`src/hdl/nvs_pkg.sv`:
```
// ----------------------------------------------------------------------------
// nvs_pkg
// Shared types and constants for the normalized vector sum block.
// ----------------------------------------------------------------------------
`default_nettype none

package nvs_pkg;

   localparam int unsigned CompWidth  = 16;
   localparam int unsigned SumWidth   = 17;
   localparam int unsigned SqWidth    = 35;
   localparam int unsigned RootWidth  = 32;
   localparam int unsigned MagWidth   = 17;
   localparam int unsigned QuotWidth  = 16;
   localparam logic [QuotWidth-1:0] OneQ14 = 16'd16384;

   typedef struct packed {
      logic signed [CompWidth-1:0] ax;
      logic signed [CompWidth-1:0] ay;
      logic signed [CompWidth-1:0] az;
      logic signed [CompWidth-1:0] bx;
      logic signed [CompWidth-1:0] by;
      logic signed [CompWidth-1:0] bz;
   } req_type;

   typedef struct packed {
      logic signed [CompWidth-1:0] hx;
      logic signed [CompWidth-1:0] hy;
      logic signed [CompWidth-1:0] hz;
      logic [MagWidth-1:0]         magnitude;
      logic                        zero_vector;
   } rsp_type;

   typedef struct packed {
      logic [2:0]          neg;
      logic                zero;
      logic [MagWidth-1:0] magnitude;
   } side_type;

endpackage

`default_nettype wire

```
`src/hdl/nvs_sqrt_cell.sv`:
```
// ----------------------------------------------------------------------------
// nvs_sqrt_cell
// One bit step of a restoring square root, registered.
// ----------------------------------------------------------------------------
`default_nettype none

module nvs_sqrt_cell
   import nvs_pkg::*;
#(
   parameter int unsigned RemWidth = RootWidth + 2,
   parameter int unsigned ResWidth = RootWidth,
   parameter int unsigned PayWidth = 2 * RootWidth
) (
   input  wire logic                clock,
   input  wire logic                reset,
   input  wire logic                advance,
   input  wire logic                valid_in,
   input  wire logic [1:0]          pair_in,
   input  wire logic [RemWidth-1:0] rem_in,
   input  wire logic [ResWidth-1:0] res_in,
   input  wire logic [PayWidth-1:0] pay_in,
   output logic                     valid_out,
   output logic [RemWidth-1:0]      rem_out,
   output logic [ResWidth-1:0]      res_out,
   output logic [PayWidth-1:0]      pay_out
);

   logic [RemWidth-1:0] shifted;
   logic [RemWidth-1:0] trial;
   logic                fits;
   logic                valid_ff;
   logic [RemWidth-1:0] rem_ff, rem_in_next;
   logic [ResWidth-1:0] res_ff, res_in_next;
   logic [PayWidth-1:0] pay_ff;

   always_comb begin
      shifted     = {rem_in[RemWidth-3:0], pair_in};
      trial       = {res_in[RemWidth-3:0], 2'b01};
      fits        = shifted >= trial;
      rem_in_next = fits ? shifted - trial : shifted;
      res_in_next = {res_in[ResWidth-2:0], fits};
   end

   always_ff @(posedge clock) begin
      if (reset) begin
         valid_ff <= 1'b0;
      end else if (advance) begin
         valid_ff <= valid_in;
      end
      if (advance) begin
         rem_ff <= rem_in_next;
         res_ff <= res_in_next;
         pay_ff <= pay_in;
      end
   end

   assign valid_out = valid_ff;
   assign rem_out   = rem_ff;
   assign res_out   = res_ff;
   assign pay_out   = pay_ff;

endmodule

`default_nettype wire

```
`config.mk`:
```
export PLATFORM = sky130hd
export DESIGN_NAME = nvs_sqrt_cell
export DESIGN_NICKNAME = d
export VERILOG_FILES = /design/src/hdl/nvs_pkg.sv /design/src/hdl/nvs_sqrt_cell.sv
export SDC_FILE = /design/constraint.sdc
export NUM_CORES = 1
export LEC_CHECK = 0
export BUFFER_PORTS_ARGS = -buffer_cell sky130_fd_sc_hd__buf_4
export CAP_MARGIN = 20
export CORE_MARGIN = 1.5
export CORE_UTILIZATION = 50
export DETAILED_ROUTE_END_ITERATION = 7
export PLACE_DENSITY = 0.84
export SYNTH_ARGS = -nofsm -noshare
export SYNTH_HDL_FRONTEND = slang
export SYNTH_SLANG_ARGS = --single-unit
```
`constraint.sdc`:
```
create_clock -name clock -period 8.27 [get_ports clock]
set_clock_uncertainty 0.2 [all_clocks]
set_input_delay 1.654 -clock clock [delete_from_list [all_inputs] [get_ports clock]]
set_output_delay 1.654 -clock clock [all_outputs]
set_load 0.02 [all_outputs]
```
After elaboration in Yosys (flattened, before gate mapping)
Index checks and enable logic that the tools add are counted.
{"block": "classes", "n_addsub": 1, "order_cmp": 1, "mux": 1}
{"op": ">= comparator 34 bit", "count": 1}
{"op": "2-to-1 mux 34 bit", "count": 1}
{"op": "subtractor 34 bit", "count": 1}
{"block": "word_totals", "word_cells": 7, "out_inout_bits": 131, "regBits": 131}

Logic depth before layout (Yosys ltp)
{"block": "logic_depth", "depth_word": 2, "ltp_mapped": 14}

Worst setup path before layout
Ideal clock, no wire load.
{"block": "synth_path", "path_type": "input-to-reg", "from": "input port res_in[0]", "to": "register rem_ff[10] (netlist: rem_out[10]), data pin", "arrival_time_ps": 3904, "path_slack_ps": 3906, "n_path_buf": 1, "cell_stages": 13, "t_required_ps": 7810, "path_cell_list": "inv_1 > ha_1 > nand2b_2 > a21oi_2 > nand2b_4 > a21o_1 > a21oi_4 > a21oi_2 > o41ai_4 > o21a_4 > inv_4 > buf_12 > mux2_4"}
{"block": "synth_between", "elab_chain_cells": 2, "elab_cells_between_ends": 3}
{"item": "start, declared", "line_no": "nvs_sqrt_cell.sv:20", "text": "input wire logic [ResWidth-1:0] res_in,"}
{"item": "subtractor 34 bit / >= comparator 34 bit (equally long branches)", "line_no": "nvs_sqrt_cell.sv:40, nvs_sqrt_cell.sv:39"}
{"item": "2-to-1 mux 34 bit (*)", "line_no": "nvs_sqrt_cell.sv:40", "text": "rem_in_next = fits ? shifted - trial : shifted;"}
{"item": "net rem_in_next[10]", "line_no": "nvs_sqrt_cell.sv:32", "text": "logic [RemWidth-1:0] rem_ff, rem_in_next;"}
{"item": "end signal, assigned", "line_no": "nvs_sqrt_cell.sv:51", "text": "rem_ff <= rem_in_next;"}
{"item": "end, declared", "line_no": "nvs_sqrt_cell.sv:32"}
Mark *: on every way through the listed nets, which the timed path passes. The rest lies on a longest branch.
A chain may end at the register's enable or synchronous reset.

Final worst setup path
{"block": "layout_path", "from": "input port rem_in[7]", "to": "register rem_ff[25] (netlist: rem_out[25]), data pin"}
{"block": "layout_between", "elab_chain_cells": 2, "elab_cells_between_ends": 3}
{"item": "start, declared", "line_no": "nvs_sqrt_cell.sv:19", "text": "input wire logic [RemWidth-1:0] rem_in,"}
{"item": "subtractor 34 bit / >= comparator 34 bit (equally long branches)", "line_no": "nvs_sqrt_cell.sv:40, nvs_sqrt_cell.sv:39"}
{"item": "2-to-1 mux 34 bit (*)", "line_no": "nvs_sqrt_cell.sv:40"}
{"item": "net rem_in_next[25]", "line_no": "nvs_sqrt_cell.sv:32"}
Marked as above.

==> flow_summary.ini <==
[power_and_ir_drop]
p_leak_nw = 4.12
ir_drop_uv = 102
powerDensity_nw_per_um2 = 220

[finish]
nNetsFinal = 925
area_delta_synth_final_pct = 41.0
antenna_cells = 0
final_cells = 940
final_util_pct = 72.8
drive_gt1_share_pct = 43.9
design_area_um2 = 9220

[global_routing]
grt_overflow_total = 0
grt_usage_pct = 25.8
antenna_found_initial = 0
grt_pass1_wl_um = 27500
grt_max_degree = 79
grt_pass1_vias = 5075

[clocking]
path_clk_slew_ns = 0.05
h-tree-depth = 4
cts_buffers = 17
cts_root_buf = clkbuf_16
insertion_delay_ns = 0.42
post_cts_buffers = 0
cts-resized-gates = 0
tritoncts = yes
hold_buffers = 0
cts.sinks = 131
cts_buffer_depth = 2

[setup_path]
critPathMaxStageDelay_ns = 0.40
startpoint = rem_in[7]
reg2reg_depth = 2
crit_cells = 10
critPathKind = in -> reg
cp.arrival_ns = 4.52
cp_slowest_cell = inv_4
start_kind = primary input
cp.required_ns = 8.24
reg2reg_slack_ns = 7.42
r2r_start = valid_out$_SDFFE_PP0P_
timing.rr.end = valid_out$_SDFFE_PP0P_
path_max_fanout = 30
worstPathCellList = buf_4 -> ha_1 -> nand4_1 -> a21oi_1 -> a21oi_4 -> a21oi_2 -> o41ai_4 -> o21a_4 -> inv_4 -> mux2_4
cp-end-kind = flop
crit_end = rem_out[25]$_DFFE_PP_
crit_family = compound AO/OA/AOI/OAI gates
crit_buf_inv = 2

[placed_design]
port_buffers = 264
dp.cells = 908
place_area_um2 = 8650
routabilityCongestion = 0.888
dp_hpwl_um = 13300

[synthesis]
ys_ff_latch = 131
synth_top_area_cell = edfxtp_1
syn_nets = 654
synthArstFlopShare_pct = 0
seq_area_frac_synth_pct = 60.0
synth_edf_count = 130
netlist_area_um2 = 6540
syn_avg_cell_area_um2 = 13.5
ys_warn_count = 0
synth_common_cells = edfxtp_1 (130), inv_1 (42), ha_1 (34)
syn_inst = 484
synth_cell_types = 59
synth_area_leaders = edfxtp_1 (60%), ha_1 (6.5%), mux2_4 (6.4%)
yosysMostFrequentCell = edfxtp_1
synth_top_area_share_pct = 59.7
synth_flop_cell = edfxtp_1

[sta]
max_freq_mhz = 220
maxSlewHeadroom_pct = 35.0
fin_crit_sh_pct = 54.9
tightest_slew_ns = 0.976
grt_setup_unrepaired = no
final.min_clock_period_ns = 4.54
hold_viol = 0
setup_violations = 0
tns_ns = 0
drv_slew = 0

[drt]
vias = 5012
ant_nets = 0
routed_wl_um = 17600
viasPerCell = 5.33
drt_iter0_drc = 309
drc = 0
routedWlPerCell_um = 18.7
drt_first_pass_iters = 5

[floorplan]
fp.dieH_um = 117
initial_utilization_pct = 51.6
ios = 267
placementRows = 41
core_area_um2 = 12700
die-width_um = 117
dieArea_um2 = 13800

[worst_hold_path]
min_path_cells = 2
hold_path.class = reg -> reg

[outcome]
status = finished, final reports clean

[run]
maxCapViolCount = 0
[registers in the layout, summed over array words and instances, names as in the netlist]
register	count
pay_out	64
rem_out	34
res_out	32
valid_out	1
[layout by cell type, fill, tap and decap left out, types with 3 or more instances in the layout]
cell type,n
o21bai_1,6
a21o_1,11
nor2_1,23
nor3_1,7
a211oi_1,4
buf_4,265
o21ai_0,16
o21ai_1,3
a21oi_1,31
nand4_1,6
nor4_1,3
edfxtp_1,130
inv_1,42
mux2i_1,3
clkinv_2,3
nand2_1,30
nand3_1,8
ha_1,34
clkbuf_16,17
or3_1,5
xnor2_1,16
o211ai_1,4
mux2_4,28
o31ai_1,3
nand2b_1,5
xor2_1,12
clkbuf_1,4
[tightest hold or removal path: cells and delay by family (launching register included)]
family,cells,cell delay (ns)
simple gates,1,0.09
mux,1,0.09
flops,1,0.35
[layout make-up]
| class | count | area (um2) |
|---|---|---|
| Sequential cell | 131 | 3920 |
| Clock inverter | 9 | 108 |
| Clock buffer | 23 | 468 |
| Fill cell | 841 | 3450 |
| Tap cell | 172 | 215 |
| Multi-Input combinational cell | 296 | 2350 |
| Timing Repair Buffer | 265 | 1990 |
| Inverter | 44 | 168 |
[metal layers]
layer | vias to the layer above | part of all wire (%) | global-route usage [%] | wire length (um)
met5 | - | 0 | 0 | 0
met4 | 0 | 2.2 | 7.72 | 387
met3 | 32 | 6.7 | 6.76 | 1170
met2 | 230 | 55 | 48.8 | 9650
met1 | 2403 | 36 | 28.2 | 6400
li1 | 2347 | - | - | -
[where the power goes]
| group | leakage, nW | switching [mW] | internal [mW] |
|---|---|---|---|
| Clock | 0.278 | 0.268 | 0.459 |
| Combinational | 2.56 | 0.258 | 0.222 |
| Sequential | 1.28 | 0.0184 | 0.808 |
| Total | 4.12 | 0.544 | 1.49 |
[worst min path at each step]
stage,start,endpoint,slack [ns]
2_1_floorplan,valid_out$_SDFFE_PP0P_,valid_out$_SDFFE_PP0P_,0.38
3_3_place_gp,valid_out$_SDFFE_PP0P_,valid_out$_SDFFE_PP0P_,0.28
3_5_place_dp,valid_out$_SDFFE_PP0P_,valid_out$_SDFFE_PP0P_,0.35
4_1_cts,valid_out$_SDFFE_PP0P_,valid_out$_SDFFE_PP0P_,0.37
5_1_grt,valid_out$_SDFFE_PP0P_,valid_out$_SDFFE_PP0P_,0.40
6_report,valid_out$_SDFFE_PP0P_,valid_out$_SDFFE_PP0P_,0.37
[logic make-up after synthesis]
kind of cell	after synthesis	share of synthesized area [%]
compound gates	106	11.6
xor+xnor	28	3.75
fa+ha+maj	34	6.50
buf+inv	57	4.09
flops	131	60.0
mux	31	6.89
simple gates	97	7.21
[through the flow]
stage          hold slack, ns  total power [mW]  setup slack [ns]
3_5_place_dp            0.352              1.32              3.33
4_1_cts                 0.365              2.05              3.75
3_3_place_gp            0.279              1.30              3.34
5_1_grt                 0.403              2.11              3.62
2_1_floorplan           0.379              1.12              3.91
6_report                0.366              2.03              3.73
Note: power is estimated with default switching activity, not from simulation.
