--- config.mk ---
export PLATFORM = sky130hd
export DESIGN_NAME = nvs_div_cell
export DESIGN_NICKNAME = d
export VERILOG_FILES = /design/src/hdl/nvs_pkg.sv /design/src/hdl/nvs_div_cell.sv
export SDC_FILE = /design/constraint.sdc
export NUM_CORES = 1
export LEC_CHECK = 0
export BUFFER_PORTS_ARGS = -buffer_cell sky130_fd_sc_hd__buf_4
export CAP_MARGIN = 20
export CORE_ASPECT_RATIO = 0.9
export CORE_UTILIZATION = 30
export DETAILED_ROUTE_END_ITERATION = 16
export GPL_TIMING_DRIVEN = 1
export HOLD_SLACK_MARGIN = 0.06
export PLACE_DENSITY_LB_ADDON = 0.08
export SYNTH_ARGS = -nofsm -noshare
export SYNTH_HDL_FRONTEND = slang
export SYNTH_SLANG_ARGS = --single-unit
--- constraint.sdc ---
create_clock -name clock -period 8.3 [get_ports clock]
set_input_delay 0.83 -clock clock [delete_from_list [all_inputs] [get_ports clock]]
set_output_delay 0.83 -clock clock [all_outputs]
set_load 0.03 [all_outputs]
--- src/hdl/nvs_pkg.sv ---
// ----------------------------------------------------------------------------
// nvs_pkg
// Shared types and constants for the normalized vector sum block.
// ----------------------------------------------------------------------------
`default_nettype none

package nvs_pkg;

   localparam int unsigned CompWidth  = 16;
   localparam int unsigned SumWidth   = 17;
   localparam int unsigned SqWidth    = 35;
   localparam int unsigned RootWidth  = 32;
   localparam int unsigned MagWidth   = 17;
   localparam int unsigned QuotWidth  = 16;
   localparam logic [QuotWidth-1:0] OneQ14 = 16'd16384;

   typedef struct packed {
      logic signed [CompWidth-1:0] ax;
      logic signed [CompWidth-1:0] ay;
      logic signed [CompWidth-1:0] az;
      logic signed [CompWidth-1:0] bx;
      logic signed [CompWidth-1:0] by;
      logic signed [CompWidth-1:0] bz;
   } req_type;

   typedef struct packed {
      logic signed [CompWidth-1:0] hx;
      logic signed [CompWidth-1:0] hy;
      logic signed [CompWidth-1:0] hz;
      logic [MagWidth-1:0]         magnitude;
      logic                        zero_vector;
   } rsp_type;

   typedef struct packed {
      logic [2:0]          neg;
      logic                zero;
      logic [MagWidth-1:0] magnitude;
   } side_type;

endpackage

`default_nettype wire

--- src/hdl/nvs_div_cell.sv ---
// ----------------------------------------------------------------------------
// nvs_div_cell
// One quotient bit step of three restoring divisions sharing a divisor.
// ----------------------------------------------------------------------------
`default_nettype none

module nvs_div_cell
   import nvs_pkg::*;
#(
   parameter int unsigned DenWidth = RootWidth,
   parameter int unsigned NumWidth = QuotWidth,
   parameter int unsigned PayWidth = $bits(side_type)
) (
   input  wire logic                     clock,
   input  wire logic                     reset,
   input  wire logic                     advance,
   input  wire logic                     valid_in,
   input  wire logic [DenWidth-1:0]      den_in,
   input  wire logic [2:0][NumWidth-1:0] num_in,
   input  wire logic [2:0][DenWidth-1:0] rem_in,
   input  wire logic [2:0][NumWidth-1:0] quo_in,
   input  wire logic [PayWidth-1:0]      pay_in,
   output logic                          valid_out,
   output logic [DenWidth-1:0]           den_out,
   output logic [2:0][NumWidth-1:0]      num_out,
   output logic [2:0][DenWidth-1:0]      rem_out,
   output logic [2:0][NumWidth-1:0]      quo_out,
   output logic [PayWidth-1:0]           pay_out
);

   logic [2:0][DenWidth:0]    part;
   logic [2:0]                fits;
   logic                      valid_ff;
   logic [DenWidth-1:0]       den_ff;
   logic [2:0][NumWidth-1:0]  num_ff;
   logic [2:0][DenWidth-1:0]  rem_ff;
   logic [2:0][NumWidth-1:0]  quo_ff;
   logic [PayWidth-1:0]       pay_ff;

   always_comb begin
      for (int i = 0; i < 3; i++) begin
         part[i] = {rem_in[i], num_in[i][NumWidth-1]};
         fits[i] = part[i] >= {1'b0, den_in};
      end
   end

   always_ff @(posedge clock) begin
      if (reset) begin
         valid_ff <= 1'b0;
      end else if (advance) begin
         valid_ff <= valid_in;
      end
      if (advance) begin
         den_ff <= den_in;
         pay_ff <= pay_in;
         for (int i = 0; i < 3; i++) begin
            num_ff[i] <= {num_in[i][NumWidth-2:0], 1'b0};
            rem_ff[i] <= fits[i] ? DenWidth'(part[i] - {1'b0, den_in})
                                 : part[i][DenWidth-1:0];
            quo_ff[i] <= {quo_in[i][NumWidth-2:0], fits[i]};
         end
      end
   end

   assign valid_out = valid_ff;
   assign den_out   = den_ff;
   assign num_out   = num_ff;
   assign rem_out   = rem_ff;
   assign quo_out   = quo_ff;
   assign pay_out   = pay_ff;

endmodule

`default_nettype wire

Yosys cells after proc, flatten, opt, wreduce, memory -nomap -nowiden
Index checks and enable logic that the tools add are counted.
{"block": "word_totals", "register_bits": 243, "in_bits": 249, "out_inout_bits": 246, "word_cells": 21}
{"block": "op_classes", "add_sub_neg": 3, "order_cmp": 3, "n_mux": 3}
{"operator": "$ge 33x32->1", "count": 3}
{"operator": "$mux 32", "count": 3}
{"operator": "$sub 32x32->32", "count": 3}

Logic depth before layout (Yosys ltp)
{"block": "logic_depth", "depth_word": 2, "mapped_depth": 14, "depth_no_buf": 12}

Worst setup path before layout
No wires, ideal clock.
{"block": "synth_timing", "path_kind": "in2reg", "startpoint": "input port num_in[47] (netlist bit)", "endpoint": "register rem_ff, in the netlist rem_out[88] (data pin)", "setup_ns": 0.260, "arrival_ns": 3.019, "required_time_ns": 8.040, "path_slack_ns": 5.022, "cell_stages": 12, "path_buffers": 0, "cell_sequence": "inv_1 ha_1 fa_1 nor2b_1 o211ai_1 a21oi_1 o21ai_2 o311ai_2 a311o_1 a21oi_1 xnor2_1 mux2_2"}
{"block": "synth_between", "elab_chain_cells": 2, "word_cells_on_any_way": 3, "classes_between": "1 x add/sub; 1 x order compare; 1 x mux"}
{"element": "start, declared", "line_no": "nvs_div_cell.sv:19", "text": "input wire logic [2:0][NumWidth-1:0] num_in,"}
{"element": "$sub 32x32->32 / $ge 33x32->1 (equally long branches)", "line_no": "nvs_div_cell.sv:58, nvs_div_cell.sv:43"}
{"element": "$mux 32 (*)", "line_no": "nvs_div_cell.sv:58", "text": "rem_ff[i] <= fits[i] ? DenWidth'(part[i] - {1'b0, den_in})"}
{"element": "end signal, assigned by index", "line_no": "nvs_div_cell.sv:58"}
{"element": "end, declared", "line_no": "nvs_div_cell.sv:36", "text": "logic [2:0][DenWidth-1:0] rem_ff;"}
Mark *: on every way between the ends. The rest lies on a longest branch, timed or not.
A chain may end at the register's enable or synchronous reset.

Final worst setup path
{"block": "layout_timing", "startpoint": "input port den_in[1]", "endpoint": "register rem_ff, in the netlist rem_out[46] (data pin)"}
{"block": "layout_between", "elab_chain_cells": 2, "word_cells_on_any_way": 3, "classes_between": "1 x add/sub; 1 x order compare; 1 x mux"}
{"element": "start, declared", "line_no": "nvs_div_cell.sv:18", "text": "input wire logic [DenWidth-1:0] den_in,"}
{"element": "$sub 32x32->32 / $ge 33x32->1 (equally long branches)", "line_no": "nvs_div_cell.sv:58, nvs_div_cell.sv:43"}
{"element": "$mux 32 (*)", "line_no": "nvs_div_cell.sv:58"}
Marked as above.

==> summary.txt <==
Critical path
  • Crit Path Class: in2reg
  • Worst Path Max Fanout: 32
  • Crit path required time: 8.62 ns
  • Most used cell, CP: buf_4
  • Reg2Reg Setup Slack: 7.72 ns
  • Largest stage delay, worst path: between 0.5 and 0.6 ns
  • CP Data Arrival Time: 4.10 ns
  • Critical-path cell list: buf_4 -> inv_1 -> ha_1 -> nor2b_1 -> o31a_1 -> o41ai_4 -> o2111ai_2 -> nand3_2 -> o31ai_4 -> o21a_2 -> buf_4 -> mux2_2
  • Slowest CP cell: o21a_2
  • Endpoint class of the critical path: flop
  • Startpoint Class: primary input

CTS
  • Clock buffer depth: 3
  • Reg clk slew, reported paths: 0.06 ns
  • Root buffer cell: clkbuf_16
  • CTS tree: yes
  • Clk sinks: between 200 and 250
  • Post-CTS Resized: 0
  • Maximum level of the CTS H-tree: 1
  • Clock Latency Late Sink: 0.57 ns
  • CTS buffer count: 29
  • Post-CTS setup buffer count: 0
  • Hold Buf Count CTS: 0

Synthesis
  • Synth top area share: a little over half
  • Distinct cells, synth: 80
  • Syn Inst Count: about 1200
  • Synth top cells by count: 242 x edfxtp_1, 107 x nand2_1, 101 x a21oi_1
  • Yosys warning count: 0
  • Post-Syn Area: ~14000 µm²
  • Area contributors post-synth: edfxtp_1 53%, ha_1 8.7%, a21oi_1 3.7%
  • Post-synthesis sequential area ratio: a little over half
  • Cell taking the most area after synthesis: edfxtp_1
  • Avg Inst Size Synth: 11.3 µm²
  • Most frequently used flop master after synthesis: edfxtp_1
  • EDFF count, synth: 242
  • Synth async-reset ratio: 0%
  • Seq cells post-synth: between 200 and 250
  • Count leader, synth: edfxtp_1

Floorplanning
  • Die Ht: ~200 µm
  • Die X: roughly 230 µm
  • Initial core utilization: ~30%
  • Core Rows: 74
  • Die area: 46900 µm²
  • Core area: roughly 45000 µm²
  • I/O pins: 495

Layout
  • Layout cells sized above 1: 33.3%
  • Area growth syn-to-layout: 37.6%
  • Fillers: roughly 4400
  • Nets@finish: around 2000
  • Finished Layout Cells: 2329

STA
  • Final period util: a little under half
  • Min cycle time layout: around 3.8 ns
  • Setup violations, final: 0
  • Setup TNS: 0 ns
  • RSZ-0062 raised after global routing: no
  • Fmax: about 260 MHz
  • Worst slew pin tran: approximately 1.1 ns
  • Max-slew violations: 0
  • Slew Limit Headroom: just under 30%
  • Hold Slack: ~0.41 ns
  • Final hold vios: 0
  • Setup slack after layout: approximately 4.5 ns
  • Skew final: 0 ns

Place
  • Dpl cells: ~2300
  • DPL Wire Length: approximately 37000 µm
  • Placer Congestion: between 0.8 and 0.9
  • Pre-CTS setup slack: 3.92 ns
  • IO Port Bufs: between 400 and 500

Global route
  • Number of global-route vias before repair: around 11000
  • First-pass GRT wire length: 66200 µm
  • Global Route Usage Sum: approximately a fifth
  • Pin count of the biggest net entering global routing: around 160
  • Initial antenna violation count: 4
  • Total gr overflow: 0

Detailed routing
  • Initial drt markers: about 600
  • Total Wirelength: approximately 46000 µm
  • Routed length per instance: between 15 and 20 µm
  • Number of remaining DRC errors: 0
  • DR vias/cell: around 4.8
  • Drt first pass iters: 5
  • Final ANT Viol Nets: 0
  • Routed vias: approximately 11000

Run
  • Number of max-cap violations: 0

Power
  • Lkg Pwr: between 8 and 9 nW
  • Power Density: ~210 nW/µm²
  • Overall Power: 4.06 mW
  • Peak VDD IR: between 0.1 and 0.15 mV

Worst hold path
  • Hold WC Path Type: in2reg

Run status
  • Status: finished clean
-- flip-flops by register name (all words and copies together), names as in the netlist --
name and flops:
rem_out 96, quo_out 48, num_out 45, den_out 32, pay_out 21, valid_out 1
-- stage by stage --
step	util, %	instance area, µm²
6_report	41.8	19000
5_1_grt	41.8	19000
4_1_cts	41.8	19000
3_5_place_dp	39.8	18000
3_3_place_gp	39.8	18000
2_1_floorplan	-	13800
-- cells in the final DEF (no fill, tap or decap), drive strengths merged, types with 14 or more instances in the layout --
master / count
nand2: 107
a21oi: 105
buf: 492
edfxtp: 242
xnor2: 44
nor2: 72
nand4: 27
o21ai: 108
ha: 96
mux2: 15
nand3: 21
inv: 70
xor2: 35
nor3: 14
o21a: 17
a21o: 49
clkbuf: 33
-- worst max-delay path: cells and delay by family --
kind / cells / cell delay (ns)
buffers and inverters: 3 / 0.74
AOI/OAI and AO/OA: 5 / 1.50
muxes: 1 / 0.39
adders and majority gates: 1 / 0.32
and+or+nand+nor: 2 / 0.32
-- metal layers --
metal | vias up | part of all wire, % | GRT usage (%)
met5 | - | 0.057 | 0
met4 | 4 | 2.1 | 4.41
met3 | 52 | 5.2 | 4.16
met2 | 297 | 46 | 29.8
met1 | 5292 | 47 | 25.6
li1 | 5527 | - | -
-- kinds of logic (layout without fill, tap and decap cells) --
| group | Yosys count | after routing | synth area share [%] |
|---|---|---|---|
| mux | 18 | 18 | 1.55 |
| other cells | 1 | 4 | 0.0272 |
| flops | 243 | 243 | 52.8 |
| buf+inv | 117 | 611 | 3.68 |
| fa+ha+maj | 99 | 99 | 9.14 |
| simple gates | 295 | 295 | 9.96 |
| compound gates | 372 | 372 | 17.8 |
| xor+xnor | 79 | 79 | 5.01 |
-- area by class of cell --
class | instances | area, µm² | share of cell area (%)
Sequential cell | 243 | 7290 | 38.4
Multi-Input combinational cell | 866 | 6020 | 31.7
Timing Repair Buffer | 492 | 3710 | 19.6
Tap cell | 608 | 761 | 4.01
Clock buffer | 33 | 741 | 3.90
Inverter | 69 | 259 | 1.36
Clock inverter | 17 | 198 | 1.04
Antenna cell | 1 | 2.50 | 0.0132
-- path summary, 6_finish.rpt --
path | cells past startpoint | from | to
worst min register to register | 2 | valid_out$_SDFFE_PP0P_ | valid_out$_SDFFE_PP0P_
worst min-delay path | 2 | reset | valid_out$_SDFFE_PP0P_
worst max-delay path | 12 | den_in[1] | rem_out[46]$_DFFE_PP_
worst max register to register | 2 | valid_out$_SDFFE_PP0P_ | valid_out$_SDFFE_PP0P_
-- report_power, final --
group	switching (mW)	internal (mW)
registers	0.0367	1.53
clock network	0.518	0.760
logic	0.746	0.470
total	1.30	2.76
No activity file was read; power rests on OpenSTA's default activity.
